$ cat src/rtl/ierts_pkg.sv
// shared types, codes and field layout for the icmp echo rtt statistics block
// no dependencies; imported by every module of the block

package ierts_pkg;

    // configuration register indexes
    typedef enum logic [0:0] {
        REG_EXPECTED_ID   = 1'b0,
        REG_REPORT_OTHERS = 1'b1
    } cfg_reg_t;

    localparam int CFG_ADDR_W = 1;
    localparam int CFG_DATA_W = 16;

    // packet verdict codes
    typedef enum logic [2:0] {
        V_NOT_ICMP  = 3'd0,
        V_SHORT_REQ = 3'd1,
        V_FOREIGN   = 3'd2,
        V_ACCEPTED  = 3'd3,
        V_REPORTED  = 3'd4,
        V_IGNORED   = 3'd5
    } verdict_t;

    localparam logic [7:0]  PROTO_ICMP        = 8'd1;
    localparam logic [7:0]  TYPE_ECHO_REPLY   = 8'd0;
    localparam logic [7:0]  TYPE_ECHO_REQUEST = 8'd8;
    localparam logic [15:0] MIN_ICMP_LEN      = 16'd8;
    localparam logic [15:0] MIN_REPLY_LEN     = 16'd16;

    localparam int IN_DATA_W  = 184;
    localparam int OUT_DATA_W = 320;

    localparam int SUM_W  = 48;
    localparam int CNT_W  = 32;
    localparam int RTT_W  = 32;
    localparam int STEP_W = $clog2(SUM_W);

    // queue between classifier and statistics engine
    localparam int QUEUE_DEPTH = 2;
    localparam int QPTR_W      = (QUEUE_DEPTH > 1) ? $clog2(QUEUE_DEPTH) : 1;
    localparam int QCNT_W      = $clog2(QUEUE_DEPTH + 1);

    // one classified packet
    typedef struct packed {
        verdict_t    verdict;
        logic [15:0] icmp_length;
        logic [31:0] rtt_us;
        logic [15:0] seq;
        logic [7:0]  ttl;
        logic [15:0] type_and_code;
    } item_t;

    // statistics engine states
    typedef enum logic [1:0] {
        S_IDLE,
        S_DIV,
        S_DEV
    } back_state_t;

endpackage

$ cat src/rtl/icmp_echo_rtt_stats.sv
// top level of the icmp echo reply rtt statistics block: classifier, queue
// and statistics engine; depends on ierts_pkg and the three submodules
//
// channel   dir   word            accepted when
// --------  ----  --------------  --------------------------------
// s_*       in    packet fields   s_tvalid && s_tready
// m_*       out   verdict, stats  m_tvalid && m_tready
// cfg_*     in    register write  cfg_we high at a rising edge
//
// a non-reply packet or a rejected reply passes the queue and the output
// register from s to m; an accepted reply also passes the bit-serial running
// mean division (48-bit sum by 32-bit count), one quotient bit per cycle
// rst_n clears configuration, all statistics and both handshakes
// up to two classified packets wait in the queue while the engine divides or
// m_tready is low; s_tready drops only when that queue is full

module icmp_echo_rtt_stats import ierts_pkg::*;
(
    input  logic                  clk,
    input  logic                  rst_n,
    // configuration write port
    input  logic                  cfg_we,
    input  logic [CFG_ADDR_W-1:0] cfg_addr,
    input  logic [CFG_DATA_W-1:0] cfg_wdata,
    // packet input
    input  logic                  s_tvalid,
    output logic                  s_tready,
    // header_words, ip_protocol, packet_length, ip_ttl, msg_type, msg_code,
    // icmp_ident, seq_num, send_time_us, recv_time_us, 4 zero bits
    input  logic [IN_DATA_W-1:0]  s_tdata,
    // result output
    output logic                  m_tvalid,
    input  logic                  m_tready,
    // verdict, icmp_length, rtt_us, seq_out, ttl_out, type_and_code,
    // reply_count, error_count, rtt_min_out, rtt_max_out, rtt_sum_out,
    // rtt_dev_sum_out, 5 zero bits
    output logic [OUT_DATA_W-1:0] m_tdata
);

    item_t classified;
    item_t head;
    logic  q_full;
    logic  q_not_empty;
    logic  q_pop;
    logic  q_push;

    // front side: unpack and classify in the accept cycle
    ierts_front u_front (
        .clk       (clk),
        .rst_n     (rst_n),
        .cfg_we    (cfg_we),
        .cfg_addr  (cfg_addr),
        .cfg_wdata (cfg_wdata),
        .in_data   (s_tdata),
        .item      (classified)
    );

    assign s_tready = !q_full;
    assign q_push   = s_tvalid && s_tready;

    // decouples the classifier from the slow statistics path
    ierts_queue u_queue (
        .clk       (clk),
        .rst_n     (rst_n),
        .push      (q_push),
        .push_item (classified),
        .full      (q_full),
        .pop       (q_pop),
        .not_empty (q_not_empty),
        .head      (head)
    );

    // back side: statistics update and registered result word
    ierts_back u_back (
        .clk       (clk),
        .rst_n     (rst_n),
        .q_valid   (q_not_empty),
        .q_head    (head),
        .q_pop     (q_pop),
        .out_valid (m_tvalid),
        .out_ready (m_tready),
        .out_data  (m_tdata)
    );

endmodule

$ cat src/rtl/ierts_front.sv
// classifier: holds the configuration registers, unpacks the input word and
// derives verdict, icmp length and rtt; depends on ierts_pkg

module ierts_front import ierts_pkg::*;
(
    input  logic                  clk,
    input  logic                  rst_n,
    input  logic                  cfg_we,
    input  logic [CFG_ADDR_W-1:0] cfg_addr,
    input  logic [CFG_DATA_W-1:0] cfg_wdata,
    input  logic [IN_DATA_W-1:0]  in_data,
    output item_t                 item
);

    logic [15:0] expected_id_reg;
    logic        report_others_reg;

    logic [3:0]  header_words;
    logic [7:0]  ip_protocol;
    logic [15:0] packet_length;
    logic [7:0]  ip_ttl;
    logic [7:0]  msg_type;
    logic [7:0]  msg_code;
    logic [15:0] icmp_ident;
    logic [15:0] seq_num;
    logic [47:0] send_time_us;
    logic [47:0] recv_time_us;

    logic [15:0] hlen;
    logic [15:0] ilen;
    logic [48:0] diff;
    logic [31:0] rtt;
    verdict_t    verdict;

    always_ff @(posedge clk or negedge rst_n)
    begin
        if (!rst_n)
        begin
            expected_id_reg   <= '0;
            report_others_reg <= 1'b0;
        end
        else if (cfg_we)
        begin
            unique case (cfg_reg_t'(cfg_addr))
                REG_EXPECTED_ID:   expected_id_reg   <= cfg_wdata;
                REG_REPORT_OTHERS: report_others_reg <= cfg_wdata[0];
            endcase
        end
    end

    assign header_words  = in_data[3:0];
    assign ip_protocol   = in_data[11:4];
    assign packet_length = in_data[27:12];
    assign ip_ttl        = in_data[35:28];
    assign msg_type      = in_data[43:36];
    assign msg_code      = in_data[51:44];
    assign icmp_ident    = in_data[67:52];
    assign seq_num       = in_data[83:68];
    assign send_time_us  = in_data[131:84];
    assign recv_time_us  = in_data[179:132];

    always_comb
    begin
        hlen = {10'd0, header_words, 2'b00};
        ilen = (packet_length > hlen) ? (packet_length - hlen) : 16'd0;
        diff = {1'b0, recv_time_us} - {1'b0, send_time_us};

        priority if (ip_protocol != PROTO_ICMP)
            verdict = V_NOT_ICMP;
        else if (ilen < MIN_ICMP_LEN || msg_type == TYPE_ECHO_REQUEST)
            verdict = V_SHORT_REQ;
        else if (msg_type == TYPE_ECHO_REPLY)
            verdict = (icmp_ident != expected_id_reg || ilen < MIN_REPLY_LEN)
                      ? V_FOREIGN : V_ACCEPTED;
        else if (report_others_reg)
            verdict = V_REPORTED;
        else
            verdict = V_IGNORED;

        // negative difference means receive before send
        priority if (diff[48] || verdict != V_ACCEPTED)
            rtt = '0;
        else if (diff[47:32] != 16'd0)
            rtt = '1;
        else
            rtt = diff[31:0];

        item.verdict       = verdict;
        item.icmp_length   = ilen;
        item.rtt_us        = rtt;
        item.seq           = seq_num;
        item.ttl           = ip_ttl;
        item.type_and_code = {msg_type, msg_code};
    end

endmodule

$ cat src/rtl/ierts_queue.sv
// short fifo of classified packets between classifier and statistics engine
// depends on ierts_pkg

module ierts_queue import ierts_pkg::*;
(
    input  logic  clk,
    input  logic  rst_n,
    input  logic  push,
    input  item_t push_item,
    output logic  full,
    input  logic  pop,
    output logic  not_empty,
    output item_t head
);

    item_t               entry_reg [QUEUE_DEPTH];
    logic [QPTR_W-1:0]   wr_ptr_reg;
    logic [QPTR_W-1:0]   wr_ptr_next;
    logic [QPTR_W-1:0]   rd_ptr_reg;
    logic [QPTR_W-1:0]   rd_ptr_next;
    logic [QCNT_W-1:0]   count_reg;
    logic [QCNT_W-1:0]   count_next;

    assign full      = (count_reg == QCNT_W'(QUEUE_DEPTH));
    assign not_empty = (count_reg != '0);
    assign head      = entry_reg[rd_ptr_reg];

    always_comb
    begin
        wr_ptr_next = wr_ptr_reg;
        rd_ptr_next = rd_ptr_reg;
        if (push)
            wr_ptr_next = (wr_ptr_reg == QPTR_W'(QUEUE_DEPTH - 1)) ? '0 : wr_ptr_reg + 1'b1;
        if (pop)
            rd_ptr_next = (rd_ptr_reg == QPTR_W'(QUEUE_DEPTH - 1)) ? '0 : rd_ptr_reg + 1'b1;
        count_next = count_reg + QCNT_W'(push) - QCNT_W'(pop);
    end

    always_ff @(posedge clk or negedge rst_n)
    begin
        if (!rst_n)
        begin
            wr_ptr_reg <= '0;
            rd_ptr_reg <= '0;
            count_reg  <= '0;
        end
        else
        begin
            wr_ptr_reg <= wr_ptr_next;
            rd_ptr_reg <= rd_ptr_next;
            count_reg  <= count_next;
        end
    end

    always_ff @(posedge clk)
    begin
        if (push)
            entry_reg[wr_ptr_reg] <= push_item;
    end

    a_no_overflow: assert property (@(posedge clk) disable iff (!rst_n)
        !(push && full && !pop))
        else $error("queue written while full");

    a_no_underflow: assert property (@(posedge clk) disable iff (!rst_n)
        !(pop && !not_empty))
        else $error("queue read while empty");

    a_count_in_range: assert property (@(posedge clk) disable iff (!rst_n)
        count_reg <= QCNT_W'(QUEUE_DEPTH))
        else $error("queue count above depth");

endmodule

$ cat src/rtl/ierts_back.sv
// statistics engine: counters, min/max, saturating sums, bit-serial running
// mean division and the output register; depends on ierts_pkg

module ierts_back import ierts_pkg::*;
(
    input  logic                  clk,
    input  logic                  rst_n,
    input  logic                  q_valid,
    input  item_t                 q_head,
    output logic                  q_pop,
    output logic                  out_valid,
    input  logic                  out_ready,
    output logic [OUT_DATA_W-1:0] out_data
);

    back_state_t         state_reg, state_next;
    item_t               item_reg, item_next;

    logic [CNT_W-1:0]    replies_reg, replies_next;
    logic [CNT_W-1:0]    errors_reg, errors_next;
    logic [RTT_W-1:0]    rtt_min_reg, rtt_min_next;
    logic [RTT_W-1:0]    rtt_max_reg, rtt_max_next;
    logic [SUM_W-1:0]    rtt_sum_reg, rtt_sum_next;
    logic [SUM_W-1:0]    dev_sum_reg, dev_sum_next;

    // divider: quotient shifts in where the dividend shifts out
    logic [SUM_W-1:0]    quot_reg, quot_next;
    logic [CNT_W-1:0]    rem_reg, rem_next;
    logic [CNT_W-1:0]    divisor_reg, divisor_next;
    logic [STEP_W-1:0]   step_reg, step_next;
    logic [CNT_W:0]      rem_shift;
    logic [CNT_W:0]      rem_trial;

    logic                out_valid_reg, out_valid_next;
    logic [OUT_DATA_W-1:0] out_data_reg, out_data_next;

    logic                out_free;
    logic [SUM_W:0]      sum_wide;
    logic [SUM_W-1:0]    rtt_ext;
    logic [SUM_W-1:0]    dev;
    logic [SUM_W:0]      dev_wide;

    function automatic logic [OUT_DATA_W-1:0] pack_result(
        input item_t            it,
        input logic [CNT_W-1:0] rep,
        input logic [CNT_W-1:0] err,
        input logic [RTT_W-1:0] mn,
        input logic [RTT_W-1:0] mx,
        input logic [SUM_W-1:0] sm,
        input logic [SUM_W-1:0] ds
    );
        return {5'd0, ds, sm, mx, mn, err, rep, it.type_and_code, it.ttl, it.seq,
                it.rtt_us, it.icmp_length, it.verdict};
    endfunction

    assign out_free  = !out_valid_reg || out_ready;
    assign out_valid = out_valid_reg;
    assign out_data  = out_data_reg;

    always_comb
    begin
        state_next     = state_reg;
        item_next      = item_reg;
        replies_next   = replies_reg;
        errors_next    = errors_reg;
        rtt_min_next   = rtt_min_reg;
        rtt_max_next   = rtt_max_reg;
        rtt_sum_next   = rtt_sum_reg;
        dev_sum_next   = dev_sum_reg;
        quot_next      = quot_reg;
        rem_next       = rem_reg;
        divisor_next   = divisor_reg;
        step_next      = step_reg;
        out_valid_next = out_valid_reg;
        out_data_next  = out_data_reg;
        q_pop          = 1'b0;

        rtt_ext   = {{(SUM_W-RTT_W){1'b0}}, q_head.rtt_us};
        sum_wide  = {1'b0, rtt_sum_reg} + {1'b0, rtt_ext};
        rem_shift = {rem_reg, quot_reg[SUM_W-1]};
        rem_trial = rem_shift - {1'b0, divisor_reg};
        dev       = '0;
        dev_wide  = '0;

        if (out_valid_reg && out_ready)
            out_valid_next = 1'b0;

        unique case (state_reg)
            S_IDLE:
            begin
                if (q_valid && out_free)
                begin
                    q_pop     = 1'b1;
                    item_next = q_head;
                    if (q_head.verdict == V_ACCEPTED)
                    begin
                        replies_next = (replies_reg == '1) ? replies_reg : replies_reg + 1'b1;
                        if (q_head.rtt_us < rtt_min_reg || rtt_min_reg == '0)
                            rtt_min_next = q_head.rtt_us;
                        if (q_head.rtt_us > rtt_max_reg)
                            rtt_max_next = q_head.rtt_us;
                        rtt_sum_next = sum_wide[SUM_W] ? '1 : sum_wide[SUM_W-1:0];
                        quot_next    = rtt_sum_next;
                        rem_next     = '0;
                        divisor_next = replies_next;
                        step_next    = STEP_W'(SUM_W - 1);
                        state_next   = S_DIV;
                    end
                    else
                    begin
                        if (q_head.verdict == V_REPORTED)
                            errors_next = (errors_reg == '1) ? errors_reg : errors_reg + 1'b1;
                        out_valid_next = 1'b1;
                        out_data_next  = pack_result(q_head, replies_next, errors_next,
                                                     rtt_min_next, rtt_max_next,
                                                     rtt_sum_next, dev_sum_next);
                    end
                end
            end

            S_DIV:
            begin
                // one restoring step per cycle
                if (!rem_trial[CNT_W])
                begin
                    rem_next  = rem_trial[CNT_W-1:0];
                    quot_next = {quot_reg[SUM_W-2:0], 1'b1};
                end
                else
                begin
                    rem_next  = rem_shift[CNT_W-1:0];
                    quot_next = {quot_reg[SUM_W-2:0], 1'b0};
                end
                step_next = step_reg - 1'b1;
                if (step_reg == '0)
                    state_next = S_DEV;
            end

            S_DEV:
            begin
                if (out_free)
                begin
                    rtt_ext  = {{(SUM_W-RTT_W){1'b0}}, item_reg.rtt_us};
                    dev      = (quot_reg > rtt_ext) ? quot_reg - rtt_ext : rtt_ext - quot_reg;
                    dev_wide = {1'b0, dev_sum_reg} + {1'b0, dev};
                    dev_sum_next   = dev_wide[SUM_W] ? '1 : dev_wide[SUM_W-1:0];
                    out_valid_next = 1'b1;
                    out_data_next  = pack_result(item_reg, replies_reg, errors_reg,
                                                 rtt_min_reg, rtt_max_reg,
                                                 rtt_sum_reg, dev_sum_next);
                    state_next     = S_IDLE;
                end
            end

            default:
                state_next = S_IDLE;
        endcase
    end

    always_ff @(posedge clk or negedge rst_n)
    begin
        if (!rst_n)
        begin
            state_reg     <= S_IDLE;
            replies_reg   <= '0;
            errors_reg    <= '0;
            rtt_min_reg   <= '0;
            rtt_max_reg   <= '0;
            rtt_sum_reg   <= '0;
            dev_sum_reg   <= '0;
            out_valid_reg <= 1'b0;
            step_reg      <= '0;
        end
        else
        begin
            state_reg     <= state_next;
            replies_reg   <= replies_next;
            errors_reg    <= errors_next;
            rtt_min_reg   <= rtt_min_next;
            rtt_max_reg   <= rtt_max_next;
            rtt_sum_reg   <= rtt_sum_next;
            dev_sum_reg   <= dev_sum_next;
            out_valid_reg <= out_valid_next;
            step_reg      <= step_next;
        end
    end

    always_ff @(posedge clk)
    begin
        item_reg     <= item_next;
        quot_reg     <= quot_next;
        rem_reg      <= rem_next;
        divisor_reg  <= divisor_next;
        out_data_reg <= out_data_next;
    end

    a_div_nonzero: assert property (@(posedge clk) disable iff (!rst_n)
        state_reg == S_DIV |-> divisor_reg != '0)
        else $error("running mean divided by zero");

    a_replies_monotonic: assert property (@(posedge clk) disable iff (!rst_n)
        1'b1 |=> replies_reg >= $past(replies_reg))
        else $error("reply count went down");

    a_min_le_max: assert property (@(posedge clk) disable iff (!rst_n)
        rtt_min_reg <= rtt_max_reg)
        else $error("rtt minimum above maximum");

    a_pop_only_idle: assert property (@(posedge clk) disable iff (!rst_n)
        q_pop |-> state_reg == S_IDLE && out_free)
        else $error("packet taken while engine busy");

endmodule

$ cat config.mk
export PLATFORM = sky130hd
export DESIGN_NAME = icmp_echo_rtt_stats
export DESIGN_NICKNAME = d
export VERILOG_FILES = /design/src/rtl/ierts_pkg.sv /design/src/rtl/icmp_echo_rtt_stats.sv /design/src/rtl/ierts_front.sv /design/src/rtl/ierts_queue.sv /design/src/rtl/ierts_back.sv
export SDC_FILE = /design/constraint.sdc
export NUM_CORES = 2
export LEC_CHECK = 0
export ABC_AREA = 1
export BUFFER_PORTS_ARGS = -buffer_cell sky130_fd_sc_hd__buf_2
export CAP_MARGIN = 20
export CORE_ASPECT_RATIO = 0.8
export CORE_MARGIN = 5
export CORE_UTILIZATION = 58
export DETAILED_ROUTE_END_ITERATION = 10
export GPL_TIMING_DRIVEN = 0
export PLACE_DENSITY = 0.76
export SLEW_MARGIN = 20
export SYNTH_ARGS = -nofsm -noshare
export SYNTH_HDL_FRONTEND = slang
export SYNTH_SLANG_ARGS = --single-unit
$ cat constraint.sdc
create_clock -name clk -period 28.1 [get_ports clk]
set_input_delay 7.025 -clock clk [delete_from_list [all_inputs] [get_ports clk]]
set_output_delay 7.025 -clock clk [all_outputs]
set_load 0.03 [all_outputs]
==> flow_summary.json <==
{
  "status": "finished, final reports clean",
  "critPathMaxFanout": 41,
  "slew_violations": 0,
  "start_kind": "input pin",
  "synthTopCellsByArea": "edfxtp_1 36%, nand2_1 13%, dfrtp_1 11%",
  "setup_viol": 0,
  "cts.sinks": 954,
  "largest_reg_flops": 315,
  "synth_flop_cell": "edfxtp_1",
  "syn_avg_cell_area_um2": 8.30,
  "grt_setup_unrepaired": "no",
  "postCtsHoldBufs": 0,
  "synth_edf_count": 700,
  "worstPathArrival_ns": 10.09,
  "synth_cells": 6952,
  "crit_chain": "buf_2, nor2_1, nor3_2, buf_6, nand2_1, inv_2, buf_2, buf_2, nand2_1, nand2_1",
  "fin_crit_sh_pct": 33.7,
  "first_iter_violations": 6053,
  "regArea_mm2": 0.0274,
  "antenna_found_initial": 13,
  "grt_pass1_vias": 49502,
  "first_pass_iters": 6,
  "path_class": "in2reg",
  "r2r_cells": 31,
  "path_depth": 10,
  "vias": 52140,
  "async_flop_share_pct": 26.6,
  "grt_use_total_pct": 36.7,
  "cp_slowest_cell": "buf_2",
  "cp.required_ns": 28.74,
  "setup_tns_ns": 0,
  "area_growth_pct": 14.5,
  "grt_max_degree": 85,
  "cts_resized": 0,
  "io_buffers": 518,
  "hold_depth": 0,
  "drive_gt1_share_pct": 13.6,
  "relSlewSlack_pct": 18.3,
  "fillers": 8111,
  "yosysUniqueCellTypes": 66,
  "start_util_pct": 58.5,
  "whs_ns": 0.447,
  "synth_top_area_share_pct": 36.4,
  "cts_tree": "done",
  "synthesis.area_mm2": 0.0577,
  "cap_violations": 0,
  "multi_input_area_mm2": 0.0258,
  "wire_per_inst_um": 22.1,
  "cts_max_level": 3,
  "numCtsBuffers": 93,
  "yosys.area.top_type": "edfxtp_1",
  "mostFrequentLayoutCell": "nand2_1",
  "cp_top_family": "buffers and inverters",
  "min_period_ns": 9.46,
  "worst_path_largest_cell_delay_ns": 0.81,
  "rows": 103,
  "grt_pass1_wl_mm": 297,
  "core_area_mm2": 0.0987,
  "ys_warn_count": 0,
  "critPathBufInv": 5,
  "die_w_um": 363,
  "die_area_mm2": 0.106,
  "gp_congestion": 1.03,
  "fin_nets": 8131,
  "vias_per_cell": 5.78,
  "finalHoldViolCount": 0,
  "drc_errors": 0,
  "clockBufferDepth": 3,
  "cts_root_buf": "clkbuf_16",
  "most-common-layout-cells": "1946 x nand2_1, 961 x inv_1, 700 x edfxtp_1, 567 x buf_2, 561 x nor2_1",
  "antenna_left": 0,
  "die_height_um": 292,
  "hold_path.class": "reg2reg",
  "wl_mm": 199,
  "seq_area_frac_synth_pct": 47.4,
  "place_hpwl_mm": 158,
  "synth-seq-cells": 954,
  "ios": 528,
  "skew_ns": 0.0664,
  "critPathCaptureType": "register",
  "postCtsSetupBuffers": 0,
  "worst_slew_pin_slew_ns": 1.21,
  "cts.clk_slew.worst_paths_ns": 0.06,
  "grt_overflow": 0,
  "max_freq_mhz": 106,
  "clk_latency_ns": 0.74
}
==> area by class of cell <==
cell class / count / area share, %
repair buffers: 567 / 5.06
inverters: 995 / 5.66
flip-flops and latches: 954 / 41.4
diodes: 4 / 0.0151
clock buffers: 120 / 3.78
well taps: 1312 / 2.48
multi-input cells: 4839 / 39.0
plain buffers: 168 / 1.30
clock inverters: 55 / 1.27
==> final timing paths <==
path                                              end              startpoint  slack (ns)
setup / recovery               u_back.replies_reg[20]                m_tready       18.64
hold / removal                   u_back.out_data[217]  u_back.rtt_max_reg[30]        0.45
setup reg to reg                 u_back.out_data[314]      u_back.quot_reg[0]       21.10
hold reg to reg                  u_back.out_data[217]  u_back.rtt_max_reg[30]        0.45
max in group asynchronous      u_back.dev_sum_reg[28]                   rst_n       20.69
min in group asynchronous  u_front.expected_id_reg[6]                   rst_n        6.12
==> synthesized netlist by cell type (91+ instances only) <==
cell type and instances:
nand2_1 1946, inv_1 961, edfxtp_1 700, nor2_1 563, o21ai_0 460, a21oi_1 334
nand3_1 317, ha_1 300, dfrtp_1 254, xor2_1 139, mux2_2 98, nor3_1 91
==> layer usage <==
metal | wire, um | vias up | part of all wire [%] | track usage, %
li1 | - | 24234 | - | -
met1 | 82500 | 24634 | 41 | 52.0
met2 | 85900 | 2854 | 43 | 55.2
met3 | 23500 | 412 | 12 | 10.2
met4 | 7200 | 6 | 3.6 | 11.5
met5 | 34 | - | 0.017 | 0
==> cell families (layout without fill, tap and decap cells) <==
logic type      Yosys count  after routing  synth area share, %
simple gates           3162           3162                 22.7
buf+inv                1163           1905                 7.96
compound gates         1053           1053                 9.95
flops                   954            954                 47.4
fa+ha+maj               307            307                 6.75
xor+xnor                214            214                 3.26
mux                      98             98                 1.91
other cells               1              9              0.00650
==> per-stage QoR <==
stage                     setup WS [ns]  std cells  util, %  instance area, um^2
after floorplan                    7.52       6956        -                57700
after global placement             2.04       8786     62.8                62000
after detailed placement          18.00       8835     63.6                62800
after CTS                         18.74       9010     67.0                66100
after global routing              18.57       9010     67.0                66100
final                             18.64       9014     67.0                66100
Power is left out: the tool's default activity adds up to more than one toggle a clock period on the data nets, which glitch-free logic cannot reach.
